[src/rtl/core/hmd5_pkg.sv]
// Shared types, constants and round tables for the HMAC-MD5 stream block.
// No dependencies; used by every module under rtl/core.
`default_nettype none

package hmd5_pkg;

  // Operation codes of an input item
  typedef enum logic [1:0] {
    OP_KEY = 2'd0,
    OP_MSG = 2'd1,
    OP_FIN = 2'd2
  } op_e;

  typedef struct packed {
    logic [1:0] operation;
    logic [7:0] data_byte;
  } in_item_t;

  typedef struct packed {
    logic [63:0] mac_high;
    logic [63:0] mac_low;
  } out_item_t;

  // Classified command passed from front to engine
  typedef struct packed {
    op_e        op;
    logic [7:0] data;
  } cmd_t;

  localparam int unsigned QUEUE_DEPTH = 2;

  localparam logic [7:0] IPAD_BYTE = 8'h36;
  localparam logic [7:0] OPAD_BYTE = 8'h5c;
  localparam logic [7:0] PAD_MARK  = 8'h80;

  localparam logic [31:0] MD5_IV [4] = '{32'h67452301, 32'hefcdab89,
                                        32'h98badcfe, 32'h10325476};

  function automatic logic [31:0] md5_k(input logic [5:0] rnd);
    logic [31:0] k;
    case (rnd)
      6'd0:  k = 32'hd76aa478; 6'd1:  k = 32'he8c7b756; 6'd2:  k = 32'h242070db;
      6'd3:  k = 32'hc1bdceee; 6'd4:  k = 32'hf57c0faf; 6'd5:  k = 32'h4787c62a;
      6'd6:  k = 32'ha8304613; 6'd7:  k = 32'hfd469501; 6'd8:  k = 32'h698098d8;
      6'd9:  k = 32'h8b44f7af; 6'd10: k = 32'hffff5bb1; 6'd11: k = 32'h895cd7be;
      6'd12: k = 32'h6b901122; 6'd13: k = 32'hfd987193; 6'd14: k = 32'ha679438e;
      6'd15: k = 32'h49b40821; 6'd16: k = 32'hf61e2562; 6'd17: k = 32'hc040b340;
      6'd18: k = 32'h265e5a51; 6'd19: k = 32'he9b6c7aa; 6'd20: k = 32'hd62f105d;
      6'd21: k = 32'h02441453; 6'd22: k = 32'hd8a1e681; 6'd23: k = 32'he7d3fbc8;
      6'd24: k = 32'h21e1cde6; 6'd25: k = 32'hc33707d6; 6'd26: k = 32'hf4d50d87;
      6'd27: k = 32'h455a14ed; 6'd28: k = 32'ha9e3e905; 6'd29: k = 32'hfcefa3f8;
      6'd30: k = 32'h676f02d9; 6'd31: k = 32'h8d2a4c8a; 6'd32: k = 32'hfffa3942;
      6'd33: k = 32'h8771f681; 6'd34: k = 32'h6d9d6122; 6'd35: k = 32'hfde5380c;
      6'd36: k = 32'ha4beea44; 6'd37: k = 32'h4bdecfa9; 6'd38: k = 32'hf6bb4b60;
      6'd39: k = 32'hbebfbc70; 6'd40: k = 32'h289b7ec6; 6'd41: k = 32'heaa127fa;
      6'd42: k = 32'hd4ef3085; 6'd43: k = 32'h04881d05; 6'd44: k = 32'hd9d4d039;
      6'd45: k = 32'he6db99e5; 6'd46: k = 32'h1fa27cf8; 6'd47: k = 32'hc4ac5665;
      6'd48: k = 32'hf4292244; 6'd49: k = 32'h432aff97; 6'd50: k = 32'hab9423a7;
      6'd51: k = 32'hfc93a039; 6'd52: k = 32'h655b59c3; 6'd53: k = 32'h8f0ccc92;
      6'd54: k = 32'hffeff47d; 6'd55: k = 32'h85845dd1; 6'd56: k = 32'h6fa87e4f;
      6'd57: k = 32'hfe2ce6e0; 6'd58: k = 32'ha3014314; 6'd59: k = 32'h4e0811a1;
      6'd60: k = 32'hf7537e82; 6'd61: k = 32'hbd3af235; 6'd62: k = 32'h2ad7d2bb;
      default: k = 32'heb86d391;
    endcase
    return k;
  endfunction

  // Rotation amount of a round
  function automatic logic [4:0] md5_s(input logic [5:0] rnd);
    logic [4:0] s;
    case ({rnd[5:4], rnd[1:0]})
      4'd0:  s = 5'd7;  4'd1:  s = 5'd12; 4'd2:  s = 5'd17; 4'd3:  s = 5'd22;
      4'd4:  s = 5'd5;  4'd5:  s = 5'd9;  4'd6:  s = 5'd14; 4'd7:  s = 5'd20;
      4'd8:  s = 5'd4;  4'd9:  s = 5'd11; 4'd10: s = 5'd16; 4'd11: s = 5'd23;
      4'd12: s = 5'd6;  4'd13: s = 5'd10; 4'd14: s = 5'd15; default: s = 5'd21;
    endcase
    return s;
  endfunction

  // Message word index of a round
  function automatic logic [3:0] md5_g(input logic [5:0] rnd);
    logic [3:0] i;
    logic [3:0] g;
    i = rnd[3:0];
    case (rnd[5:4])
      2'd0:    g = i;
      2'd1:    g = 4'(i * 4'd5 + 4'd1);
      2'd2:    g = 4'(i * 4'd3 + 4'd5);
      default: g = 4'(i * 4'd7);
    endcase
    return g;
  endfunction

endpackage

`default_nettype wire

[src/rtl/core/hmd5_front.sv]
// Input stage: accepts items, drops unknown operation codes, registers commands.
// Depends on hmd5_pkg.
`default_nettype none

module hmd5_front (
  input  wire logic              clk_i,
  input  wire logic              rst_ni,
  input  wire logic              in_valid_i,
  output logic                   in_ready_o,
  input  wire hmd5_pkg::in_item_t in_item_i,
  output logic                   cmd_valid_o,
  input  wire logic              cmd_ready_i,
  output hmd5_pkg::cmd_t         cmd_o
);

  logic           vld_q;
  hmd5_pkg::cmd_t cmd_q;
  logic           known;

  // Classify the operation code
  always_comb begin
    unique case (hmd5_pkg::op_e'(in_item_i.operation))
      hmd5_pkg::OP_KEY, hmd5_pkg::OP_MSG, hmd5_pkg::OP_FIN: known = 1'b1;
      default: known = 1'b0;
    endcase
  end

  assign in_ready_o  = !vld_q || cmd_ready_i;
  assign cmd_valid_o = vld_q;
  assign cmd_o       = cmd_q;

  // Hold a command until the queue takes it
  always_ff @(posedge clk_i or negedge rst_ni) begin
    if (!rst_ni) begin
      vld_q <= 1'b0;
    end else if (in_ready_o) begin
      vld_q <= in_valid_i && known;
    end
  end

  always_ff @(posedge clk_i) begin
    if (in_ready_o && in_valid_i && known) begin
      cmd_q.op   <= hmd5_pkg::op_e'(in_item_i.operation);
      cmd_q.data <= in_item_i.data_byte;
    end
  end

endmodule

`default_nettype wire

[src/rtl/core/hmd5_fifo.sv]
// Short command queue between the front stage and the engine.
// Depends on hmd5_pkg.
`default_nettype none

module hmd5_fifo #(
  parameter int unsigned Depth = hmd5_pkg::QUEUE_DEPTH
) (
  input  wire logic           clk_i,
  input  wire logic           rst_ni,
  input  wire logic           wr_valid_i,
  output logic                wr_ready_o,
  input  wire hmd5_pkg::cmd_t wr_cmd_i,
  output logic                rd_valid_o,
  input  wire logic           rd_ready_i,
  output hmd5_pkg::cmd_t      rd_cmd_o
);

  localparam int unsigned PtrW = (Depth > 1) ? $clog2(Depth) : 1;
  localparam int unsigned CntW = $clog2(Depth + 1);
  localparam logic [PtrW-1:0] LastPtr = PtrW'(Depth - 1);
  localparam logic [CntW-1:0] FullCnt = CntW'(Depth);

  hmd5_pkg::cmd_t  mem_q [Depth];
  logic [PtrW-1:0] wr_ptr_q, rd_ptr_q;
  logic [CntW-1:0] cnt_q;
  logic            push, pop;

  assign wr_ready_o = (cnt_q != FullCnt);
  assign rd_valid_o = (cnt_q != '0);
  assign rd_cmd_o   = mem_q[rd_ptr_q];
  assign push       = wr_valid_i && wr_ready_o;
  assign pop        = rd_valid_o && rd_ready_i;

  // Advance pointers and count
  always_ff @(posedge clk_i or negedge rst_ni) begin
    if (!rst_ni) begin
      wr_ptr_q <= '0;
      rd_ptr_q <= '0;
      cnt_q    <= '0;
    end else begin
      if (push) begin
        wr_ptr_q <= (wr_ptr_q == LastPtr) ? '0 : wr_ptr_q + 1'b1;
      end
      if (pop) begin
        rd_ptr_q <= (rd_ptr_q == LastPtr) ? '0 : rd_ptr_q + 1'b1;
      end
      if (push && !pop) begin
        cnt_q <= cnt_q + 1'b1;
      end else if (pop && !push) begin
        cnt_q <= cnt_q - 1'b1;
      end
    end
  end

  always_ff @(posedge clk_i) begin
    if (push) begin
      mem_q[wr_ptr_q] <= wr_cmd_i;
    end
  end

endmodule

`default_nettype wire

[src/rtl/core/hmd5_engine.sv]
// HMAC-MD5 engine: key store, block buffer, padding sequencer and a
// one-round-per-cycle MD5 compression loop. Depends on hmd5_pkg.
`default_nettype none

module hmd5_engine (
  input  wire logic           clk_i,
  input  wire logic           rst_ni,
  input  wire logic           cmd_valid_i,
  output logic                cmd_ready_o,
  input  wire hmd5_pkg::cmd_t cmd_i,
  output logic                out_valid_o,
  input  wire logic           out_ready_i,
  output hmd5_pkg::out_item_t out_item_o
);

  typedef enum logic [3:0] {
    S_IDLE, S_KEY, S_ABSORB, S_BEGIN, S_START_IN, S_PAD0, S_PADZ,
    S_CINIT, S_COMP, S_CADD, S_RET, S_INNER_ABS, S_OUT
  } state_e;

  typedef enum logic [2:0] {R_IDLE, R_ABSORB, R_PHASE1, R_PADNEXT, R_OUTER} ret_e;
  typedef enum logic [1:0] {D_KEY, D_INNER, D_MAC} dig_e;
  typedef enum logic [1:0] {SRC_BUF, SRC_KEY, SRC_KEY_IN, SRC_KEY_OUT} src_e;

  localparam logic [1:0] PH_KEY = 2'd0;
  localparam logic [1:0] PH_MSG = 2'd1;
  localparam logic [1:0] PH_FIN = 2'd2;

  state_e         state_q;
  ret_e           ret_q;
  dig_e           dig_q;
  src_e           src_q;
  hmd5_pkg::op_e  op_q;
  logic [7:0]     byte_q;
  logic [1:0]     phase_q;
  logic [6:0]     key_cnt_q;
  logic           key_long_q;
  logic [31:0]    key_q   [16];
  logic [31:0]    buf_q   [16];
  logic [31:0]    chain_q [4];
  logic [31:0]    inner_q [4];
  logic [63:0]    bit_q;
  logic [5:0]     fill_q;
  logic           pad_len_q;
  logic [5:0]     rnd_q;
  logic [31:0]    a_q, b_q, c_q, d_q;
  logic           out_valid_q;
  hmd5_pkg::out_item_t out_q;

  logic        buf_we;
  logic [7:0]  buf_byte;
  logic [3:0]  g_idx;
  logic [31:0] w_word, f_val, t_val, rot_val;
  logic [4:0]  s_val;
  logic [127:0] mac;

  assign cmd_ready_o = (state_q == S_IDLE);
  assign out_valid_o = out_valid_q;
  assign out_item_o  = out_q;

  // Select the byte written into the block buffer
  always_comb begin
    buf_we   = 1'b0;
    buf_byte = 8'h00;
    case (state_q)
      S_ABSORB: begin
        buf_we   = 1'b1;
        buf_byte = byte_q;
      end
      S_PAD0: begin
        buf_we   = 1'b1;
        buf_byte = hmd5_pkg::PAD_MARK;
      end
      S_PADZ: begin
        buf_we   = 1'b1;
        buf_byte = (pad_len_q && fill_q >= 6'd56) ? bit_q[8*fill_q[2:0] +: 8] : 8'h00;
      end
      S_INNER_ABS: begin
        buf_we   = 1'b1;
        buf_byte = inner_q[fill_q[3:2]][8*fill_q[1:0] +: 8];
      end
      default: ;
    endcase
  end

  // One MD5 round
  always_comb begin
    g_idx = hmd5_pkg::md5_g(rnd_q);
    s_val = hmd5_pkg::md5_s(rnd_q);
    case (src_q)
      SRC_BUF:     w_word = buf_q[g_idx];
      SRC_KEY:     w_word = key_q[g_idx];
      SRC_KEY_IN:  w_word = key_q[g_idx] ^ {4{hmd5_pkg::IPAD_BYTE}};
      default:     w_word = key_q[g_idx] ^ {4{hmd5_pkg::OPAD_BYTE}};
    endcase
    case (rnd_q[5:4])
      2'd0:    f_val = (b_q & c_q) | (~b_q & d_q);
      2'd1:    f_val = (d_q & b_q) | (~d_q & c_q);
      2'd2:    f_val = b_q ^ c_q ^ d_q;
      default: f_val = c_q ^ (b_q | ~d_q);
    endcase
    t_val   = a_q + f_val + hmd5_pkg::md5_k(rnd_q) + w_word;
    rot_val = (t_val << s_val) | (t_val >> (6'd32 - {1'b0, s_val}));
  end

  // Digest bytes in output order, byte 0 on top
  always_comb begin
    for (int i = 0; i < 16; i++) begin
      mac[127 - 8*i -: 8] = chain_q[i/4][8*(i%4) +: 8];
    end
  end

  // Write the block buffer
  always_ff @(posedge clk_i) begin
    if (buf_we) begin
      buf_q[fill_q[5:2]][8*fill_q[1:0] +: 8] <= buf_byte;
    end
  end

  // Sequencer
  always_ff @(posedge clk_i or negedge rst_ni) begin
    if (!rst_ni) begin
      state_q     <= S_IDLE;
      ret_q       <= R_IDLE;
      dig_q       <= D_INNER;
      src_q       <= SRC_BUF;
      op_q        <= hmd5_pkg::OP_KEY;
      byte_q      <= 8'h00;
      phase_q     <= PH_KEY;
      key_cnt_q   <= '0;
      key_long_q  <= 1'b0;
      for (int i = 0; i < 16; i++) key_q[i] <= '0;
      for (int i = 0; i < 4; i++) chain_q[i] <= hmd5_pkg::MD5_IV[i];
      bit_q       <= '0;
      fill_q      <= '0;
      pad_len_q   <= 1'b0;
      rnd_q       <= '0;
      out_valid_q <= 1'b0;
    end else begin
      // Drop a taken result unless a new one is loaded this cycle
      if (out_ready_i && (state_q != S_OUT)) begin
        out_valid_q <= 1'b0;
      end
      if (buf_we) begin
        fill_q <= fill_q + 1'b1;
      end
      unique case (state_q)
        S_IDLE: begin
          if (cmd_valid_i) begin
            op_q   <= cmd_i.op;
            byte_q <= cmd_i.data;
            case (cmd_i.op)
              hmd5_pkg::OP_KEY: begin
                if (phase_q != PH_KEY) begin
                  for (int i = 0; i < 16; i++) key_q[i] <= '0;
                  for (int i = 0; i < 4; i++) chain_q[i] <= hmd5_pkg::MD5_IV[i];
                  key_cnt_q  <= '0;
                  key_long_q <= 1'b0;
                  bit_q      <= '0;
                  fill_q     <= '0;
                  phase_q    <= PH_KEY;
                end
                state_q <= S_KEY;
              end
              hmd5_pkg::OP_MSG: begin
                state_q <= (phase_q != PH_MSG) ? S_BEGIN : S_ABSORB;
              end
              default: begin
                dig_q   <= D_INNER;
                state_q <= (phase_q != PH_MSG) ? S_BEGIN : S_PAD0;
              end
            endcase
          end
        end
        S_KEY: begin
          if (key_long_q) begin
            state_q <= S_ABSORB;
          end else if (key_cnt_q < 7'd64) begin
            key_q[key_cnt_q[5:2]][8*key_cnt_q[1:0] +: 8] <= byte_q;
            key_cnt_q <= key_cnt_q + 1'b1;
            state_q   <= S_IDLE;
          end else begin
            // Long key: hash the stored 64 bytes, then keep absorbing
            key_long_q <= 1'b1;
            for (int i = 0; i < 4; i++) chain_q[i] <= hmd5_pkg::MD5_IV[i];
            bit_q   <= 64'd512;
            fill_q  <= '0;
            src_q   <= SRC_KEY;
            ret_q   <= R_ABSORB;
            state_q <= S_CINIT;
          end
        end
        S_ABSORB: begin
          bit_q <= bit_q + 64'd8;
          if (fill_q == 6'd63) begin
            src_q   <= SRC_BUF;
            ret_q   <= R_IDLE;
            state_q <= S_CINIT;
          end else begin
            state_q <= S_IDLE;
          end
        end
        S_BEGIN: begin
          if (key_long_q) begin
            dig_q   <= D_KEY;
            state_q <= S_PAD0;
          end else begin
            state_q <= S_START_IN;
          end
        end
        S_START_IN: begin
          for (int i = 0; i < 4; i++) chain_q[i] <= hmd5_pkg::MD5_IV[i];
          bit_q   <= 64'd512;
          fill_q  <= '0;
          src_q   <= SRC_KEY_IN;
          ret_q   <= R_PHASE1;
          state_q <= S_CINIT;
        end
        S_PAD0: begin
          pad_len_q <= (fill_q <= 6'd55);
          src_q     <= SRC_BUF;
          ret_q     <= R_PADNEXT;
          state_q   <= (fill_q == 6'd63) ? S_CINIT : S_PADZ;
        end
        S_PADZ: begin
          if (fill_q == 6'd63) begin
            src_q   <= SRC_BUF;
            ret_q   <= R_PADNEXT;
            state_q <= S_CINIT;
          end
        end
        S_CINIT: begin
          a_q     <= chain_q[0];
          b_q     <= chain_q[1];
          c_q     <= chain_q[2];
          d_q     <= chain_q[3];
          state_q <= S_COMP;
        end
        S_COMP: begin
          a_q   <= d_q;
          d_q   <= c_q;
          c_q   <= b_q;
          b_q   <= b_q + rot_val;
          rnd_q <= rnd_q + 1'b1;
          if (rnd_q == 6'd63) begin
            state_q <= S_CADD;
          end
        end
        S_CADD: begin
          chain_q[0] <= chain_q[0] + a_q;
          chain_q[1] <= chain_q[1] + b_q;
          chain_q[2] <= chain_q[2] + c_q;
          chain_q[3] <= chain_q[3] + d_q;
          state_q    <= S_RET;
        end
        S_RET: begin
          case (ret_q)
            R_ABSORB: state_q <= S_ABSORB;
            R_PHASE1: begin
              phase_q <= PH_MSG;
              dig_q   <= D_INNER;
              state_q <= (op_q == hmd5_pkg::OP_MSG) ? S_ABSORB : S_PAD0;
            end
            R_PADNEXT: begin
              if (!pad_len_q) begin
                pad_len_q <= 1'b1;
                state_q   <= S_PADZ;
              end else begin
                case (dig_q)
                  D_KEY: begin
                    // Replace a long key by its digest
                    for (int i = 0; i < 16; i++) begin
                      key_q[i] <= (i < 4) ? chain_q[i%4] : '0;
                    end
                    key_cnt_q  <= 7'd16;
                    key_long_q <= 1'b0;
                    state_q    <= S_START_IN;
                  end
                  D_INNER: begin
                    for (int i = 0; i < 4; i++) begin
                      inner_q[i] <= chain_q[i];
                      chain_q[i] <= hmd5_pkg::MD5_IV[i];
                    end
                    bit_q   <= 64'd512;
                    fill_q  <= '0;
                    src_q   <= SRC_KEY_OUT;
                    ret_q   <= R_OUTER;
                    state_q <= S_CINIT;
                  end
                  default: state_q <= S_OUT;
                endcase
              end
            end
            R_OUTER: state_q <= S_INNER_ABS;
            default: state_q <= S_IDLE;
          endcase
        end
        S_INNER_ABS: begin
          bit_q <= bit_q + 64'd8;
          if (fill_q == 6'd15) begin
            dig_q   <= D_MAC;
            state_q <= S_PAD0;
          end
        end
        S_OUT: begin
          if (!out_valid_q || out_ready_i) begin
            out_valid_q    <= 1'b1;
            out_q.mac_high <= mac[127:64];
            out_q.mac_low  <= mac[63:0];
            phase_q        <= PH_FIN;
            state_q        <= S_IDLE;
          end
        end
        default: state_q <= S_IDLE;
      endcase
    end
  end

  a_rnd_idle: assert property (@(posedge clk_i) disable iff (!rst_ni)
    (state_q != S_COMP) |-> (rnd_q == 6'd0)) else $error("round counter left running");
  a_key_cnt: assert property (@(posedge clk_i) disable iff (!rst_ni)
    key_cnt_q <= 7'd64) else $error("key count beyond block size");
  a_inner_fill: assert property (@(posedge clk_i) disable iff (!rst_ni)
    (state_q == S_INNER_ABS) |-> (fill_q < 6'd16)) else $error("inner digest overrun");
  a_phase: assert property (@(posedge clk_i) disable iff (!rst_ni)
    (phase_q == PH_KEY) || (phase_q == PH_MSG) || (phase_q == PH_FIN))
    else $error("bad phase");
  a_out_from_seq: assert property (@(posedge clk_i) disable iff (!rst_ni)
    $rose(out_valid_q) |-> ($past(state_q) == S_OUT)) else $error("stray result");

endmodule

`default_nettype wire

[src/rtl/core/hmac_md5_stream.sv]
// Top level of the HMAC-MD5 stream block: front stage, command queue, engine.
// Depends on hmd5_pkg, hmd5_front, hmd5_fifo and hmd5_engine.
//
//   channel | direction | handshake             | payload
//   input   | in        | in_valid_i/in_ready_o  | in_item_i  (operation, data_byte)
//   output  | out       | out_valid_o/out_ready_i| out_item_o (mac_high, mac_low)
//
// Key byte: stored directly, or absorbed as message data once the key is being
// hashed; the 65th key byte adds a compression (one MD5 round per cycle).
// Message byte: each 64th byte adds a compression; the first byte of a message
// adds the inner-prefix block.
// Finish: three to six compressions plus one buffer write per padding byte.
// Reset clears all control state and loads the empty key; no clearing pass.
// A stalled output holds the result while the queue keeps taking items until it is full.
`default_nettype none

module hmac_md5_stream #(
  parameter int unsigned QueueDepth = hmd5_pkg::QUEUE_DEPTH
) (
  input  wire logic                clk_i,
  input  wire logic                rst_ni,
  input  wire logic                in_valid_i,
  output logic                     in_ready_o,
  input  wire hmd5_pkg::in_item_t  in_item_i,
  output logic                     out_valid_o,
  input  wire logic                out_ready_i,
  output hmd5_pkg::out_item_t      out_item_o
);

  logic           f_valid, f_ready, q_valid, q_ready;
  hmd5_pkg::cmd_t f_cmd, q_cmd;

  hmd5_front u_front (
    .clk_i       (clk_i),
    .rst_ni      (rst_ni),
    .in_valid_i  (in_valid_i),
    .in_ready_o  (in_ready_o),
    .in_item_i   (in_item_i),
    .cmd_valid_o (f_valid),
    .cmd_ready_i (f_ready),
    .cmd_o       (f_cmd)
  );

  hmd5_fifo #(.Depth(QueueDepth)) u_fifo (
    .clk_i      (clk_i),
    .rst_ni     (rst_ni),
    .wr_valid_i (f_valid),
    .wr_ready_o (f_ready),
    .wr_cmd_i   (f_cmd),
    .rd_valid_o (q_valid),
    .rd_ready_i (q_ready),
    .rd_cmd_o   (q_cmd)
  );

  hmd5_engine u_engine (
    .clk_i       (clk_i),
    .rst_ni      (rst_ni),
    .cmd_valid_i (q_valid),
    .cmd_ready_o (q_ready),
    .cmd_i       (q_cmd),
    .out_valid_o (out_valid_o),
    .out_ready_i (out_ready_i),
    .out_item_o  (out_item_o)
  );

endmodule

`default_nettype wire
[config.mk]
export PLATFORM = sky130hd
export DESIGN_NAME = hmac_md5_stream
export DESIGN_NICKNAME = d
export VERILOG_FILES = /design/src/rtl/core/hmd5_pkg.sv /design/src/rtl/core/hmd5_front.sv /design/src/rtl/core/hmd5_fifo.sv /design/src/rtl/core/hmd5_engine.sv /design/src/rtl/core/hmac_md5_stream.sv
export SDC_FILE = /design/constraint.sdc
export NUM_CORES = 2
export LEC_CHECK = 0
export ABC_AREA = 1
export BUFFER_PORTS_ARGS = -buffer_cell sky130_fd_sc_hd__buf_2
export CAP_MARGIN = 20
export CORE_UTILIZATION = 32
export DETAILED_ROUTE_END_ITERATION = 16
export SLEW_MARGIN = 10
export SYNTH_ARGS = -nofsm -noshare
export SYNTH_HDL_FRONTEND = slang
export SYNTH_HIERARCHICAL = 1
export SYNTH_SLANG_ARGS = --single-unit
[constraint.sdc]
create_clock -name clk_i -period 13.64 [get_ports clk_i]
set_input_delay 1.364 -clock clk_i [delete_from_list [all_inputs] [get_ports clk_i]]
set_output_delay 1.364 -clock clk_i [all_outputs]
set_load 0.005 [all_outputs]
==> impl_metrics.json <==
{
  "grt_pass1_wl_um": 540000,
  "period_share": 0.908,
  "max_stage_delay_ns": 1.22,
  "clk_latency_ns": 0.88,
  "drive_gt1_frac": 0.0741,
  "critPathMaxFanout": 86,
  "core_um2": 289000,
  "cts_tree": "done",
  "clock_sinks": 1677,
  "power.total_mw": 30.8,
  "outcome": "complete, no violations",
  "ys_seq_area_frac": 0.500,
  "antenna_found_initial": 32,
  "place.gp.congestion": 1.02,
  "fp.dieW_um": 542,
  "numCtsBuffers": 185,
  "crit_end": "u_engine/b_q[25]",
  "ys.flop_type": "edfxtp_1",
  "root_buffer": "clkbuf_16",
  "setup_viol": 0,
  "drc": 0,
  "drt_first_pass_iters": 7,
  "period_minus_slack_ns": 12.38,
  "path_clk_slew_ns": 0.06,
  "startpoint": "u_engine/rnd_q[4]",
  "start_kind": "flop",
  "finalHoldViolCount": 0,
  "max_freq_ghz": 0.0808,
  "end_kind": "flop",
  "cts_resized": 0,
  "hp-start": "u_front/cmd_o[1]",
  "timing.rr.start": "u_engine/rnd_q[4]",
  "clock_path_buffers": 4,
  "die_area_um2": 294000,
  "syn_area_um2": 93300,
  "rr_endpoint": "u_engine/b_q[25]",
  "slew_headroom": 0.000659,
  "synth.distinct_cells": 73,
  "hold_path_class": "flop to flop",
  "hold_slack_ns": 0.451,
  "grt_use_total": 0.249,
  "postRouteAntennaNets": 0,
  "cts_setup_buffers": 0,
  "whs_path_depth": 0,
  "timing_worst_setup_path_type": "flop to flop",
  "synth_warnings": 6,
  "overflow": 0,
  "critPathRequiredTime_ns": 14.21,
  "power.density_nw_per_um2": 294,
  "syn_nets": 11200,
  "cp_common_cell": "nand2_1",
  "slew_violations": 0,
  "crit_slowest_cell": "a221oi_1",
  "dp_hpwl_um": 271000,
  "hold_buffers": 0,
  "regToRegSetupSlack_ns": 1.26,
  "grt_max_degree": 154,
  "row_count": 197,
  "first_global_vias": 76700,
  "skew_ns": 0.0733,
  "wirelength_um": 375000,
  "die_h_um": 542,
  "rsz0062_at_grt": "no",
  "ir_drop_mv": 0.265,
  "synth-edff-count": 926,
  "vias": 82600,
  "maxCapViolCount": 0,
  "initial_core_util": 0.323,
  "syn_inst": 10900,
  "htree_levels": 4,
  "critPathArrivalTime_ns": 12.95,
  "syn_area_per_cell_um2": 8.57,
  "wire_per_inst_um": 25.2,
  "drt_iter0_drc": 10200,
  "viasPerCell": 5.56,
  "area_growth_pct": 12.1,
  "ys_seq_elements": 1677,
  "ios": 144,
  "setup_tns_ns": 0,
  "p_leak_nw": 41.9,
  "numPortBuffers": 143,
  "r2r_cells": 49,
  "synth-async-reset-ratio": 0.448,
  "fin_nets": 11100,
  "tightest_slew_ns": 1.50
}
[registers in the layout, indices dropped and copies added, names as in the netlist, 3 cells and up]
register,count
u_engine/a_q,32
u_engine/b_q,32
u_engine/bit_q,61
u_engine/buf_q,512
u_engine/byte_q,8
u_engine/c_q,32
u_engine/chain_q,128
u_engine/d_q,32
u_engine/fill_q,6
u_engine/inner_q,128
u_engine/key_cnt_q,7
u_engine/key_q,512
u_engine/out_item_o,128
u_engine/ret_q,3
u_engine/rnd_q,6
u_engine/state_q,4
u_fifo/mem_q,20
u_front/cmd_o,10
[worst min-delay path by stage]
stage                               to  slack [ns]
global placement    u_fifo/mem_q[1][4]        0.43
detailed placement  u_fifo/mem_q[1][4]        0.43
finish              u_fifo/mem_q[0][1]        0.45
floorplan           u_fifo/mem_q[0][0]        0.42
global route        u_fifo/mem_q[0][1]        0.47
CTS                 u_fifo/mem_q[0][1]        0.45
[layer usage]
layer / up-vias / GRT usage / share of wire
met5: - / 0 / 0.00011
li1: 37600 / - / -
met2: 4149 / 0.382 / 0.44
met3: 885 / 0.0415 / 0.086
met4: 6 / 0.160 / 0.075
met1: 39900 / 0.324 / 0.40
[cell type report]
type,count,area (um2)
Antenna cell,13,32.5
Timing Repair Buffer,331,2330
Sequential cell,1677,46700
Tap cell,3880,4850
Clock inverter,95,1080
Fill cell,29400,184000
Multi-Input combinational cell,7304,39600
Clock buffer,240,5070
Inverter,1318,4970
[stage by stage]
| stage | utilization | worst slack [ns] | std cells | instance area [um2] |
|---|---|---|---|---|
| after global routing | 0.362 | 0.571 | 14800 | 105000 |
| after floorplan | - | 2.82 | 10900 | 93300 |
| after detailed placement | 0.340 | 1.71 | 14500 | 98300 |
| after CTS | 0.361 | 1.67 | 14800 | 104000 |
| after global placement | 0.340 | 1.75 | 14500 | 98200 |
| final | 0.362 | 1.26 | 14900 | 105000 |
[kinds of logic after synthesis]
kind of cell	count (synthesis)	share of synthesized area
AND/OR/NAND/NOR	3965	0.178
AO/OA/AOI/OAI	2945	0.189
buffers and inverters	1905	0.0775
flip-flops	1677	0.500
adder cells (fa/ha/maj)	297	0.0455
XOR/XNOR	97	0.00918
[synthesized netlist by cell type, types with 65 or more instances]
cell type,n,area (um2)
a22oi_1,69,518
fa_1,71,1420
clkbuf_1,434,1630
o22ai_1,204,1280
nor3_1,164,821
nand4_1,65,407
o211ai_1,235,1760
nor2_1,976,3660
buf_1,93,349
nand2_1,1874,7030
ha_1,226,2830
a21oi_1,834,4170
edfxtp_1,926,27800
dfstp_2,65,1710
a211oi_1,291,2180
inv_1,1283,4820
nand3_1,749,3750
dfrtp_1,686,17200
o21ai_0,954,4770
[placed cells by master, fill, tap and decap left out, types with 190 or more instances in the layout]
master and count:
nand2_1 1874, inv_1 1279, nor2_1 966, o21ai_0 953, edfxtp_1 926, a21oi_1 831, nand3_1 749, dfrtp_1 685
a211oi_1 290, o211ai_1 235, ha_1 226, o22ai_1 204, clkbuf_16 190
[where the power goes]
| group | total (mW) | internal (mW) | switching (mW) | leakage, nW |
|---|---|---|---|---|
| combinational | 18.9 | 5.35 | 13.6 | 20.5 |
| clock | 5.21 | 3.02 | 2.18 | 3.00 |
| sequential | 6.64 | 5.86 | 0.782 | 18.4 |
[worst max-delay path: cells and delay by family, from the launching register on]
kind | cells | cell delay [ns]
adder cells (fa/ha/maj) | 4 | 1.59
buffers and inverters | 6 | 1.43
XOR/XNOR | 1 | 0.14
AND/OR/NAND/NOR | 22 | 3.50
flip-flops | 1 | 0.72
AO/OA/AOI/OAI | 16 | 4.53
Power figures use the tool's default switching activity.
